<file path="src/hdl/log_record_deframer_defines.svh">
// Assertion macros for the log record deframer.
// Included by the top level; each macro expects a clock named aclk and a reset named aresetn.
`ifndef LOG_RECORD_DEFRAMER_DEFINES_SVH
`define LOG_RECORD_DEFRAMER_DEFINES_SVH

// Checked on every rising edge of aclk, suspended while reset is asserted.
`define LRD_ASSERT(label, prop, msg) \
    label: assert property (@(posedge aclk) disable iff (!aresetn) prop) else $error(msg);

// Checked on every rising edge of aclk, including during reset.
`define LRD_ASSERT_ALWAYS(label, prop, msg) \
    label: assert property (@(posedge aclk) prop) else $error(msg);

`endif

</file>
<file path="src/hdl/lrd_pkg.sv">
// Shared constants and types for the log record deframer.
// Used by lrd_parser and log_record_deframer; depends on nothing else.
package lrd_pkg;

    localparam int HEADER_BYTES = 20;
    localparam int HDR_CNT_W    = 5;
    localparam int FIELD_IDX_W  = 3;
    localparam int TDATA_W      = 152;

    localparam logic [FIELD_IDX_W-1:0] FIELD_LENGTH  = 3'd0;
    localparam logic [FIELD_IDX_W-1:0] FIELD_PROCESS = 3'd1;
    localparam logic [FIELD_IDX_W-1:0] FIELD_THREAD  = 3'd2;
    localparam logic [FIELD_IDX_W-1:0] FIELD_SECONDS = 3'd3;

    localparam logic KIND_PAYLOAD    = 1'b0;
    localparam logic KIND_END_MARKER = 1'b1;

    typedef struct packed {
        logic        kind;
        logic [7:0]  payload_byte;
        logic        last_of_record;
        logic [15:0] record_length;
        logic [31:0] process_id;
        logic [31:0] thread_id;
        logic [31:0] time_seconds;
        logic [31:0] time_nanoseconds;
    } lrd_result_t;

endpackage

</file>
<file path="src/hdl/lrd_parser.sv">
// Header and payload parser of the log record deframer: holds the parse state
// and forms the result for each byte it steps on. Depends on lrd_pkg.
module lrd_parser (
    input  logic                aclk,
    input  logic                aresetn,
    input  logic                step,
    input  logic [7:0]          data_byte,
    output logic                emit,
    output lrd_pkg::lrd_result_t result
);
    import lrd_pkg::*;

    logic                 in_payload_reg, in_payload_next;
    logic [HDR_CNT_W-1:0] header_count_reg, header_count_next;
    logic [15:0]          payload_count_reg, payload_count_next;
    logic [15:0]          held_length_reg, held_length_next;
    logic [31:0]          held_process_reg, held_process_next;
    logic [31:0]          held_thread_reg, held_thread_next;
    logic [31:0]          held_seconds_reg, held_seconds_next;
    logic [31:0]          held_nanoseconds_reg, held_nanoseconds_next;

    logic [FIELD_IDX_W-1:0] field_idx;
    logic [1:0]             sub_idx;
    logic                   header_last;
    logic [16:0]            payload_count_inc;
    logic                   payload_last;

    function automatic logic [31:0] put_byte(input logic [31:0] word, input logic [1:0] pos,
                                             input logic [7:0] b);
        logic [31:0] res;
        res = word;
        for (int i = 0; i < 4; i++) begin
            if (pos == 2'(i)) begin
                res[i*8 +: 8] = b;
            end
        end
        return res;
    endfunction

    assign field_idx         = header_count_reg[HDR_CNT_W-1:2];
    assign sub_idx           = header_count_reg[1:0];
    assign header_last       = header_count_reg >= HDR_CNT_W'(HEADER_BYTES - 1);
    assign payload_count_inc = {1'b0, payload_count_reg} + 17'd1;
    assign payload_last      = payload_count_inc >= {1'b0, held_length_reg};

    always_comb begin
        in_payload_next       = in_payload_reg;
        header_count_next     = header_count_reg;
        payload_count_next    = payload_count_reg;
        held_length_next      = held_length_reg;
        held_process_next     = held_process_reg;
        held_thread_next      = held_thread_reg;
        held_seconds_next     = held_seconds_reg;
        held_nanoseconds_next = held_nanoseconds_reg;
        emit                  = 1'b0;
        result.kind           = KIND_PAYLOAD;
        result.payload_byte   = data_byte;
        result.last_of_record = payload_last;

        if (!in_payload_reg) begin
            unique case (field_idx)
                FIELD_LENGTH: begin
                    if (!sub_idx[1]) begin
                        held_length_next = 16'(put_byte({16'd0, held_length_reg}, sub_idx,
                                                        data_byte));
                    end
                end
                FIELD_PROCESS: held_process_next = put_byte(held_process_reg, sub_idx, data_byte);
                FIELD_THREAD:  held_thread_next  = put_byte(held_thread_reg, sub_idx, data_byte);
                FIELD_SECONDS: held_seconds_next = put_byte(held_seconds_reg, sub_idx, data_byte);
                default: begin
                    held_nanoseconds_next = put_byte(held_nanoseconds_reg, sub_idx, data_byte);
                end
            endcase
            result.kind           = KIND_END_MARKER;
            result.payload_byte   = 8'd0;
            result.last_of_record = 1'b1;
            if (header_last) begin
                header_count_next  = '0;
                payload_count_next = '0;
                if (held_length_next == 16'd0) begin
                    emit = 1'b1;
                end else begin
                    in_payload_next = 1'b1;
                end
            end else begin
                header_count_next = header_count_reg + HDR_CNT_W'(1);
            end
        end else begin
            emit = 1'b1;
            if (payload_last) begin
                in_payload_next    = 1'b0;
                payload_count_next = '0;
                header_count_next  = '0;
            end else begin
                payload_count_next = payload_count_inc[15:0];
            end
        end

        result.record_length    = held_length_next;
        result.process_id       = held_process_next;
        result.thread_id        = held_thread_next;
        result.time_seconds     = held_seconds_next;
        result.time_nanoseconds = held_nanoseconds_next;
    end

    always_ff @(posedge aclk) begin
        if (!aresetn) begin
            in_payload_reg       <= 1'b0;
            header_count_reg     <= '0;
            payload_count_reg    <= '0;
            held_length_reg      <= '0;
            held_process_reg     <= '0;
            held_thread_reg      <= '0;
            held_seconds_reg     <= '0;
            held_nanoseconds_reg <= '0;
        end else if (step) begin
            in_payload_reg       <= in_payload_next;
            header_count_reg     <= header_count_next;
            payload_count_reg    <= payload_count_next;
            held_length_reg      <= held_length_next;
            held_process_reg     <= held_process_next;
            held_thread_reg      <= held_thread_next;
            held_seconds_reg     <= held_seconds_next;
            held_nanoseconds_reg <= held_nanoseconds_next;
        end
    end

endmodule

</file>
<file path="src/hdl/log_record_deframer.sv">
// Top level of the log record deframer: input handshake, cancel register and
// output register around lrd_parser. Depends on lrd_pkg and the defines header.
//
//   Channel   Direction  Transaction
//   s_axis    in         one raw byte of the log stream
//   m_axis    out        one payload byte or end-of-empty-record marker
//   cfg       in         write of the cancel register
//
// Each byte is parsed in the cycle it is accepted; its result, if any, appears
// on the master side in the cycle after. One byte per cycle is sustained while
// m_tready is high; a stalled result holds in the output register and the
// slave side stalls only while that register is full and not taken.
// Reset (synchronous, active low) clears the parse state and the cancel bit.
`include "log_record_deframer_defines.svh"

module log_record_deframer (
    input  logic                       aclk,
    input  logic                       aresetn,
    input  logic                       s_tvalid,
    output logic                       s_tready,
    input  logic [7:0]                 s_tdata,   // data_byte
    output logic                       m_tvalid,
    input  logic                       m_tready,
    output logic [lrd_pkg::TDATA_W-1:0] m_tdata,  // payload_byte, record_length, process_id,
                                                  // thread_id, time_seconds, time_nanoseconds
    output logic [0:0]                 m_tuser,   // kind
    output logic                       m_tlast,
    input  logic                       cfg_wr_en,
    input  logic                       cfg_wr_data
);
    import lrd_pkg::*;

    logic        cancelled_reg;
    logic        m_valid_reg;
    lrd_result_t result_reg;
    lrd_result_t result;
    logic        emit;
    logic        accept;
    logic        step;

    assign s_tready = !m_valid_reg || m_tready;
    assign accept   = s_tvalid && s_tready;
    assign step     = accept && !cancelled_reg;

    lrd_parser u_parser (
        .aclk      (aclk),
        .aresetn   (aresetn),
        .step      (step),
        .data_byte (s_tdata),
        .emit      (emit),
        .result    (result)
    );

    always_ff @(posedge aclk) begin
        if (!aresetn) begin
            cancelled_reg <= 1'b0;
        end else if (cfg_wr_en) begin
            cancelled_reg <= cfg_wr_data;
        end
    end

    always_ff @(posedge aclk) begin
        if (!aresetn) begin
            m_valid_reg <= 1'b0;
        end else if (step && emit) begin
            m_valid_reg <= 1'b1;
        end else if (m_tready) begin
            m_valid_reg <= 1'b0;
        end
    end

    always_ff @(posedge aclk) begin
        if (step && emit) begin
            result_reg <= result;
        end
    end

    assign m_tvalid   = m_valid_reg;
    assign m_tuser[0] = result_reg.kind;
    assign m_tlast    = result_reg.last_of_record;
    assign m_tdata    = {result_reg.time_nanoseconds, result_reg.time_seconds,
                         result_reg.thread_id, result_reg.process_id,
                         result_reg.record_length, result_reg.payload_byte};

    `LRD_ASSERT(a_marker_form, m_tvalid && m_tuser[0] |-> m_tlast && m_tdata[7:0] == 8'd0, "end marker must be last and carry a zero byte")
    `LRD_ASSERT(a_cancel_drops, accept && cancelled_reg && m_tready |=> !m_tvalid, "byte taken while cancelled produced a result")
    `LRD_ASSERT_ALWAYS(a_reset_empty, !aresetn |=> !m_tvalid, "output valid after reset")

endmodule

</file>
<file path="config.mk">
export PLATFORM = sky130hd
export DESIGN_NAME = log_record_deframer
export DESIGN_NICKNAME = d
export VERILOG_FILES = /design/src/hdl/lrd_pkg.sv /design/src/hdl/lrd_parser.sv /design/src/hdl/log_record_deframer.sv
export VERILOG_INCLUDE_DIRS = /design/src /design/src/hdl
export SDC_FILE = /design/constraint.sdc
export NUM_CORES = 1
export LEC_CHECK = 0
export BUFFER_PORTS_ARGS = -buffer_cell sky130_fd_sc_hd__buf_4
export CORE_UTILIZATION = 58
export CTS_CLUSTER_DIAMETER = 80
export DETAILED_ROUTE_END_ITERATION = 8
export PLACE_DENSITY = 0.87
export SLEW_MARGIN = 20
export SYNTH_ARGS = -nofsm -noshare
export SYNTH_HDL_FRONTEND = slang
export SYNTH_SLANG_ARGS = --single-unit
export TNS_END_PERCENT = 5
</file>
<file path="constraint.sdc">
create_clock -name aclk -period 18 [get_ports aclk]
set_input_delay 2.7 -clock aclk [delete_from_list [all_inputs] [get_ports aclk]]
set_output_delay 2.7 -clock aclk [all_outputs]
set_load 0.01 [all_outputs]
</file>
==> results of run 1 <==
==> how the worst max path moves through the flow <==
stage	end	cells after the start	from
after floorplan	m_tdata[0]	5	m_tready
after detailed placement	s_tready	4	m_tready
after global routing	s_tready	4	m_tready
after CTS	s_tready	4	m_tready
after global placement	s_tready	4	m_tready
final	s_tready	4	m_tready
==> where the power goes <==
group	total [uW]	internal (uW)	switching, uW	leakage (uW)
clock network	666	384	282	0.000516
logic	113	37.8	75.4	0.00268
registers	789	779	10.0	0.00278
total	1570	1200	368	0.00598
==> cells in the final DEF (no fill, tap or decap), drive strengths merged, types with 7 or more instances in the layout <==
cell type / count
and2: 8
nor3: 51
a211oi: 9
inv: 28
clkbuf: 36
dfxtp: 168
nor2: 106
nand2: 253
clkinv: 12
ha: 21
xnor2: 10
or3: 7
nand3: 25
edfxtp: 154
buf: 175
nor4: 7
a21oi: 117
nand4: 7
o21ai: 41
mux2: 127
==> per-stage QoR <==
step	setup WS [ns]	cell area, um^2	total power (uW)	utilization (%)	hold WS (ns)
3_5_place_dp	11.97	15010	914.7	65.70	0.4466
2_1_floorplan	3.303	13620	881.8	-	0.4329
3_3_place_gp	11.98	15010	910.7	65.70	0.4379
4_1_cts	11.96	16060	1573	70.30	0.4553
6_report	11.96	16060	1569	70.30	0.4550
5_1_grt	11.88	16060	1616	70.30	0.4734
==> metal layers <==
metal | vias up | share of wire [%]
met5 | - | 0
met4 | 0 | 2.5
met3 | 66 | 7.9
met2 | 518 | 49
met1 | 4958 | 40
li1 | 4777 | -
==> tightest hold or removal path, cell delays in order (launching register included) <==
cell and delay (ns):
sky130_fd_sc_hd__dfxtp_1 0.31, sky130_fd_sc_hd__nand2_1 0.05, sky130_fd_sc_hd__a21oi_1 0.05
==> final cells by class <==
class	instances	area, um^2	area share [%]
Sequential cell	322	7988	49.74
Multi-Input combinational cell	857	5220	32.50
Timing Repair Buffer	175	1314	8.180
Clock buffer	36	814.5	5.072
Tap cell	313	391.6	2.438
Clock inverter	22	236.5	1.472
Inverter	25	96.34	0.5999
==> kinds of logic after synthesis <==
group,after synthesis,share of synthesized area (%)
buffers and inverters,108,3.087
flip-flops,322,58.66
adder cells (fa/ha/maj),21,1.930
AO/OA/AOI/OAI,199,8.389
AND/OR/NAND/NOR,494,16.33
multiplexers,129,10.65
XOR/XNOR,14,0.9557
==> flow_summary.ini, run 1 <==
[outcome]
outcome = complete, no violations

[worst_setup_path]
crit_path_kind = in -> out
reg2reg_to = u_parser.in_payload_reg
setup.reg_to_reg.worst_slack_ns = 14.01
path_buf_inv = 3
arrival_ns = 3.34
cp_slowest_stage_delay_ns = 0.27
worst_path_dominant_cell_family = buffers and inverters
critical_path.cell_chain = buf_4 -> nor2b_1 -> inv_1 -> buf_4
worstSetupStartpointType = input pin
crit_path_max_fanout = 3
reg2reg_from = u_parser.payload_count_reg[2]
end_kind = primary output
required_ns = 15.30
timing.critical_path.slowest_stage_cell = sky130_fd_sc_hd__nor2b_1
crit_path_top_cell_by_count = sky130_fd_sc_hd__buf_4
r2r_cells = 12

[sta]
final-hold-violation-count = 0
rsz0062_at_grt = no
maxSlewViolCount = 0
worst_slew_pin_slew_ns = 1.079
maxSlewHeadroom_pct = 28.07
setup-tns-final_ns = 0
fin_crit_ns = 6.038
report.final.setup_viol = 0
final_min_period_over_clock_period_pct = 33.54
max_freq_mhz = 165.6
fin_worst_skew_ns = 0.01892

[min_path]
hold_class = reg -> reg
min_delay_worst_endpoint = u_parser.held_process_reg[22]
holdPathStages = 2
hold_path_startpoint = u_parser.held_process_reg[22]

[global_routing]
gr-usage-all-layers_pct = 27.43
globalRouteOverflowTotal = 0
grt_antenna_before_repair = 0
grt_pass1_vias = 9769
maximum_number_of_pins_on_one_net_before_global_route_repair = 97
grtUsageMet1_pct = 36.89
globalRouteMet2Util_pct = 45.92
global_route.usage.met3_pct = 3.649
grt_pass1_wl_um = 52030
globalRoute.busiestLayer = met2

[layout]
syn_to_final_growth_pct = 17.95
design.final.nets = 1447
largest_register_ff_count = 152
final_layout_size_suffix_gt1_share_pct = 25.96
final_cell_count_no_fill = 1750
n_fill_cell = 1552
antenna_cells = 0

[synthesis]
postSynthCellCount = 1287
average_cell_area_after_synthesis_um2 = 10.58
yosys.cell_count.top_type = sky130_fd_sc_hd__nand2_1
synth.lib_cells_used.distinct = 58
postSynth.asyncResetShare_pct = 0
synth-edff-count = 154
seq_area_frac_synth_pct = 58.66
synth.ff_latch_count = 322
post_synth_most_frequent_cells = sky130_fd_sc_hd__nand2_1, sky130_fd_sc_hd__dfxtp_1, sky130_fd_sc_hd__edfxtp_1
synthesis.yosys.warnings = 0
synthesis.area_mm2 = 0.01362
yosys.area.top_type = sky130_fd_sc_hd__edfxtp_1
largest_cells_by_area_after_synthesis = sky130_fd_sc_hd__edfxtp_1, sky130_fd_sc_hd__dfxtp_1, sky130_fd_sc_hd__mux2_2
synth_ff_type = sky130_fd_sc_hd__dfxtp_1
synth_top_area_share_pct = 33.96
synth.net_count = 1322

[pwr]
power_leakage_uw = 0.005978
vdd_drop_max_mv = 0.07378
power-per-cell-area_mw_per_mm2 = 97.69

[placed_design]
dp_hpwl_um = 19790
dp.cells = 1692
place_congestion = 0.8632
port-buffer-count = 169

[routing]
drt.antenna.violating_nets = 0
detail_route.vias_per_cell = 5.897
avgRoutedWirePerCell_um = 19.05
drt_iter0_drc = 943
total_vias_in_the_final_route = 10320
drc = 0
totalWireLength_um = 33340
detail_route.first_pass.iterations = 5

[die]
dieArea_mm2 = 0.02409
top_level_ports = 170
die_height_um = 155.2
starting_utilization_of_the_core_area_pct = 59.60
placement_rows = 55
design.core.area_mm2 = 0.02285
die_x_um = 155.2

[clock_tree]
cts-root-to-sink-buffers = 3
cts_num_sinks = 322
clk_root_buffer_cell = sky130_fd_sc_hd__clkbuf_16
cts_buf_count = 31
postCtsSetupRepairBufs = 0
clock_tree_from_tritoncts = done
post_cts_hold_buffer_count = 0
skew_pair_late_insertion_delay_ns = 0.58
clk_transition_reported_paths_ns = 0.06
h-tree-depth = 1
post_cts.resized_instances = 0

[flow_run]
drv.max_cap_violation_count = 0
No activity file was read; power rests on OpenSTA's default activity.
==> run 2, diff against run 1 <==
==> constraint.sdc (replaced) <==
create_clock -name aclk -period 5.93 [get_ports aclk]
set_input_delay 0.8895 -clock aclk [delete_from_list [all_inputs] [get_ports aclk]]
set_output_delay 0.8895 -clock aclk [all_outputs]
set_load 0.01 [all_outputs]
==> flow_summary.ini, run 2 (synthesis gave the netlist of run 1 again) <==
[outcome]
outcome = complete, no violations

[pwr]
portion_of_total_power_attributed_to_the_clock_network_pct = 40.0
share_of_total_power_in_combinational_logic_pct = 7.6
seq_power_share_pct = 52.4
power_leakage_uw = 0.005950
cell_internal_power_uw = 3476
power.total_uw = 4574
sw_frac_of_total_pct = 24.00
power.switching_uw = 1098
vdd_drop_max_mv = 0.2289
power-per-cell-area_mw_per_mm2 = 286.3

[clock_tree]
skew_pair_late_insertion_delay_ns = 0.55
cts_num_sinks = 322
postCtsSetupRepairBufs = 0
post_cts.resized_instances = 0
clk_root_buffer_cell = sky130_fd_sc_hd__clkbuf_16
cts_buf_count = 30
h-tree-depth = 1
cts-root-to-sink-buffers = 3
clock_tree_from_tritoncts = done
post_cts_hold_buffer_count = 0
clk_transition_reported_paths_ns = 0.07

[routing]
route.top_layer_used = met4
avgRoutedWirePerCell_um = 18.74
detail_route.first_pass.iterations = 6
drt_iter0_drc = 909
route.layer.met1.wl_um = 13230
drt.antenna.violating_nets = 0
totalWireLength_um = 32800
route.met3.wl_um = 2487
routed-wl-met2_um = 16050
detail_route.vias_per_cell = 5.876
drc = 0
total_vias_in_the_final_route = 10280

[layout]
largest_register_ff_count = 152
syn_to_final_growth_pct = 17.32
design.final.nets = 1448
mostFrequentLayoutCell = sky130_fd_sc_hd__nand2_1
most-common-layout-cells = sky130_fd_sc_hd__nand2_1, sky130_fd_sc_hd__buf_4, sky130_fd_sc_hd__dfxtp_1
antenna_cells = 0
final_layout_size_suffix_gt1_share_pct = 25.96

[global_routing]
grt_pass1_wl_um = 50660
grt_pass1_vias = 9654
grt_antenna_before_repair = 0
maximum_number_of_pins_on_one_net_before_global_route_repair = 115
gr-usage-all-layers_pct = 26.65
globalRouteOverflowTotal = 0

[worst_setup_path]
arrival_ns = 4.44
critical_path.cell_chain = nand3_2 -> or4_4 -> nor2_1 -> nand2_1 -> xnor2_1 -> ha_1 -> nand3_1 -> nor3_1 -> a2111oi_0 -> a211oi_1 -> buf_4 -> or4b_1 -> a21oi_1
crit_path_kind = reg -> reg
cp_slowest_stage_delay_ns = 0.66
required_ns = 6.41
timing.critical_path.slowest_stage_cell = sky130_fd_sc_hd__a2111oi_0
worstSetupStartpointType = flip-flop
end_kind = flip-flop
crit_path_max_fanout = 15

[die]
die_height_um = 155.2
die_x_um = 155.2
placement_rows = 55
design.core.area_mm2 = 0.02285
dieArea_mm2 = 0.02409
top_level_ports = 170
starting_utilization_of_the_core_area_pct = 59.60

[sta]
fin_worst_skew_ns = 0.01187
worst_slew_pin_slew_ns = 1.003
final-hold-violation-count = 0
maxSlewViolCount = 0
report.final.setup_viol = 0
max_freq_mhz = 252.4
whs_ns = 0.4515
fin_crit_ns = 3.962
rsz0062_at_grt = no
fin_ws_ns = 1.968
final_min_period_over_clock_period_pct = 66.82
maxSlewHeadroom_pct = 33.14
setup-tns-final_ns = 0

[placed_design]
dp_hpwl_um = 20130
place_congestion = 0.8547
port-buffer-count = 169
pre_cts_slack_ns = 2.149

[flow_run]
drv.max_cap_violation_count = 0

[min_path]
hold_class = reg -> reg
run 2: cell count changes in the layout (fill, tap and decap cells not counted), moves of 2 or more:
| cell | change |
|---|---|
| sky130_fd_sc_hd__clkinv_4 | +3 |
| sky130_fd_sc_hd__clkinv_2 | +2 |
| sky130_fd_sc_hd__bufinv_16 | -3 |
| sky130_fd_sc_hd__inv_6 | -2 |
run 2: layout make-up:
cell class / instances / area (um^2)
timing repair buffer: 177 / 1333
tap: 313 / 391.6
inverter: 25 / 96.34
sequential: 322 / 7988
clock inverter: 21 / 161.4
multi-input combinational: 857 / 5226
clock buffer: 35 / 779.5
fill: 1566 / 6872
run 2: per-stage QoR:
step | util, % | cells | area [um^2]
final | 69.92 | 1750 | 15980
after CTS | 69.91 | 1750 | 15970
after global placement | 65.79 | 1694 | 15030
after global routing | 69.92 | 1750 | 15980
after detailed placement | 65.79 | 1694 | 15030
after floorplan | - | 1287 | 13630
run 2: worst paths after layout:
kind	start	cells after the start	to	slack [ns]
max reg2reg	u_parser.payload_count_reg[2]	13	u_parser.payload_count_reg[14]	1.97
min	u_parser.held_thread_reg[15]	2	u_parser.held_thread_reg[15]	0.45
max	u_parser.payload_count_reg[2]	13	u_parser.payload_count_reg[14]	1.97
min reg2reg	u_parser.held_thread_reg[15]	2	u_parser.held_thread_reg[15]	0.45
run 2: critical path: cells and delay by family, from the launching register on:
family	cells	cell delay, ns
fa+ha+maj	1	0.30
xor+xnor	1	0.24
simple gates	7	1.64
compound gates	3	1.01
buf+inv	1	0.24
flops	1	0.44
run 2: per-layer routing:
layer	GRT usage (%)	vias to the layer above
met5	0	-
met3	4.067	75
met2	44.21	491
met1	35.21	4939
met4	10.74	0
li1	-	4778
run 2: power by group through the flow:
stage | logic [uW] | clock network, uW | registers, uW
after floorplan | 239 | 0 | 2440
after global placement | 330 | 0 | 2440
after detailed placement | 341 | 0 | 2440
after CTS | 344 | 1850 | 2390
after global routing | 377 | 1940 | 2400
final | 348 | 1830 | 2400
==> run 3, diff against run 2 <==
--- a/config.mk
+++ b/config.mk
@@ -6,11 +6,12 @@
 export SDC_FILE = /design/constraint.sdc
 export NUM_CORES = 1
 export LEC_CHECK = 0
+export ABC_AREA = 1
 export BUFFER_PORTS_ARGS = -buffer_cell sky130_fd_sc_hd__buf_4
-export CORE_UTILIZATION = 58
+export CORE_UTILIZATION = 52
 export CTS_CLUSTER_DIAMETER = 80
 export DETAILED_ROUTE_END_ITERATION = 8
-export PLACE_DENSITY = 0.87
+export PLACE_DENSITY = 0.82
 export SLEW_MARGIN = 20
 export SYNTH_ARGS = -nofsm -noshare
 export SYNTH_HDL_FRONTEND = slang
==> constraint.sdc (replaced) <==
create_clock -name aclk -period 3.2 [get_ports aclk]
set_input_delay 0.48 -clock aclk [delete_from_list [all_inputs] [get_ports aclk]]
set_output_delay 0.48 -clock aclk [all_outputs]
set_load 0.01 [all_outputs]
==> flow_summary.ini, run 3 <==
[clock_tree]
skew_pair_late_insertion_delay_ns = 0.52
clk_transition_reported_paths_ns = 0.06
post_cts_hold_buffer_count = 0
h-tree-depth = 2
clock_tree_from_tritoncts = done
clk_root_buffer_cell = sky130_fd_sc_hd__clkbuf_16
cts-root-to-sink-buffers = 3
cts_buf_count = 34
cts_num_sinks = 322

[layout]
most-common-layout-cells = sky130_fd_sc_hd__inv_1, sky130_fd_sc_hd__nand2_1, sky130_fd_sc_hd__buf_4
largest_register_ff_count = 152
syn_to_final_growth_pct = 19.94
final_layout_size_suffix_gt1_share_pct = 18.04
design.final.nets = 1727
antenna_cells = 0
design_area_mm2 = 0.01663
mostFrequentLayoutCell = sky130_fd_sc_hd__inv_1

[sta]
rsz0062_at_grt = no
fin_crit_ns = 2.928
max_freq_mhz = 341.5
final-hold-violation-count = 0
worst_slew_pin_slew_ns = 1.034
maxSlewViolCount = 0
maxSlewHeadroom_pct = 31.07
report.final.setup_viol = 0
final_min_period_over_clock_period_pct = 91.50
fin_worst_skew_ns = 0.01493

[die]
top_level_ports = 170
starting_utilization_of_the_core_area_pct = 53.05
die_x_um = 165.3
design.core.area_mm2 = 0.02613
dieArea_mm2 = 0.02732
die_height_um = 165.3
placement_rows = 59

[placed_design]
place_congestion = 0.8796
dp_hpwl_um = 22670
port-buffer-count = 169
placed_cell_area_mm2 = 0.01544

[routing]
avgRoutedWirePerCell_um = 17.04
total_vias_in_the_final_route = 11240
detail_route.first_pass.iterations = 9
detail_route.vias_per_cell = 5.476
drc = 30
drt_iter0_drc = 1143
drt.antenna.violating_nets = 0
totalWireLength_um = 34990

[global_routing]
globalRouteOverflowTotal = 0
globalRoute.busiestLayer = met2
grt_antenna_before_repair = 0
maximum_number_of_pins_on_one_net_before_global_route_repair = 251
globalRouteMet2Util_pct = 41.50
gr-usage-all-layers_pct = 25.60
grtUsageMet1_pct = 32.91
grt_pass1_vias = 10520
global_route.usage.met3_pct = 4.421
grt_pass1_wl_um = 54320

[synthesis]
synth_ff_type = sky130_fd_sc_hd__dfxtp_1
dominant_combinational_cell_family_by_area_after_synthesis = compound AO/OA/AOI/OAI gates
synth_fa_ha_area_share_pct = 1.895
synthesis.yosys.warnings = 0
synth-edff-count = 154
yosys.area.top_type = sky130_fd_sc_hd__edfxtp_1
synth.net_count = 1570
synthSimpleGateAreaFrac_pct = 11.77
largest_cells_by_area_after_synthesis = sky130_fd_sc_hd__edfxtp_1, sky130_fd_sc_hd__dfxtp_1, sky130_fd_sc_hd__inv_1
seq_area_frac_synth_pct = 57.62
xor_and_xnor_fraction_of_the_mapped_netlist_area_pct = 0.7581
yosys.cell_count.top_type = sky130_fd_sc_hd__inv_1
synthesis.area_mm2 = 0.01386
synth.ff_latch_count = 322
synth_area_in_compound_gates_pct = 17.19
average_cell_area_after_synthesis_um2 = 9.031
postSynth.asyncResetShare_pct = 0
synth_top_area_share_pct = 33.36
synth.lib_cells_used.distinct = 37
postSynthCellCount = 1535
synth.mux.area_fraction_pct = 0
post_synth_most_frequent_cells = sky130_fd_sc_hd__inv_1, sky130_fd_sc_hd__nand2_1, sky130_fd_sc_hd__dfxtp_1

[outcome]
failing_checks = design-rule violations
outcome = complete, but fails checks

[pwr]
vdd_drop_max_mv = 0.4642
power.total_uw = 9786
power_leakage_uw = 0.007301
power-per-cell-area_mw_per_mm2 = 588.6

[min_path]
hold_class = in -> reg

[flow_run]
drv.max_cap_violation_count = 0

[worst_setup_path]
crit_path_max_fanout = 18
required_ns = 3.60
end_kind = flip-flop
arrival_ns = 3.33
worstSetupStartpointType = flip-flop
crit_path_kind = reg -> reg
-- run 3: repair_timing --
action / in CTS / in global routing
buffers inserted: 0 / 6
endpoints found under the setup margin: 0 / 23
resized for setup: 0 / 5
-- run 3: stage by stage --
stage | hold slack [ns] | worst slack, ns | instances | utilization [%] | setup TNS (ns)
after detailed placement | 0.4752 | 0.1775 | 1984 | 59.08 | 0
after floorplan | 0.4574 | -0.7908 | 1535 | - | -121.78
after global placement | 0.4711 | 0.2762 | 1984 | 59.08 | 0
final | 0.1565 | 0.2719 | 2053 | 63.63 | 0
after CTS | 0.1393 | 0.1219 | 2046 | 63.33 | 0
after global routing | 0.1517 | 0.03228 | 2053 | 63.63 | 0
-- run 3: critical path, stage by stage, from the launching register on --
cell                      delay [ns]
sky130_fd_sc_hd__dfxtp_1        0.38
sky130_fd_sc_hd__ha_1           0.20
sky130_fd_sc_hd__nand2_1        0.09
sky130_fd_sc_hd__nor3_1         0.40
sky130_fd_sc_hd__nand4_1        0.18
sky130_fd_sc_hd__xor2_1         0.16
sky130_fd_sc_hd__inv_1          0.09
sky130_fd_sc_hd__ha_1           0.31
sky130_fd_sc_hd__nand2_1        0.09
sky130_fd_sc_hd__nor2_1         0.05
sky130_fd_sc_hd__a31oi_1        0.15
sky130_fd_sc_hd__nand2_1        0.08
sky130_fd_sc_hd__inv_2          0.28
sky130_fd_sc_hd__nand2_4        0.14
sky130_fd_sc_hd__a21oi_1        0.15
sky130_fd_sc_hd__nor2_1         0.06
-- run 3: final timing paths --
check / cells past startpoint / end / slack (ns) / from
max: 15 / u_parser.header_count_reg[1] / 0.27 / u_parser.payload_count_reg[1]
min: 2 / cancelled_reg / 0.16 / cfg_wr_en
max reg2reg: 15 / u_parser.header_count_reg[1] / 0.27 / u_parser.payload_count_reg[1]
min reg2reg: 2 / u_parser.payload_count_reg[3] / 0.49 / u_parser.payload_count_reg[3]
-- run 3: layout make-up --
class | count | area [um^2]
Timing Repair Buffer | 196 | 1534
Inverter | 287 | 1090
Fill cell | 2079 | 9505
Tap cell | 335 | 419.2
Multi-Input combinational cell | 851 | 4477
Clock inverter | 16 | 195.2
Sequential cell | 322 | 7996
Clock buffer | 46 | 915.9
-- run 3: kinds of logic after synthesis --
| family | after synthesis |
|---|---|
| flops | 322 |
| buf+inv | 363 |
| simple gates | 368 |
| fa+ha+maj | 21 |
| xor+xnor | 12 |
| compound gates | 449 |
-- run 3: layer usage --
| metal | share of wire, % | up-vias |
|---|---|---|
| met1 | 40 | 5217 |
| li1 | - | 5406 |
| met3 | 8.6 | 115 |
| met5 | 0 | - |
| met4 | 4.8 | 0 |
| met2 | 47 | 504 |
-- run 3: report_power, final --
group / switching, uW / internal (uW)
Combinational: 836 / 384
Sequential: 83.7 / 4540
Clock: 1590 / 2350
Total: 2510 / 7270
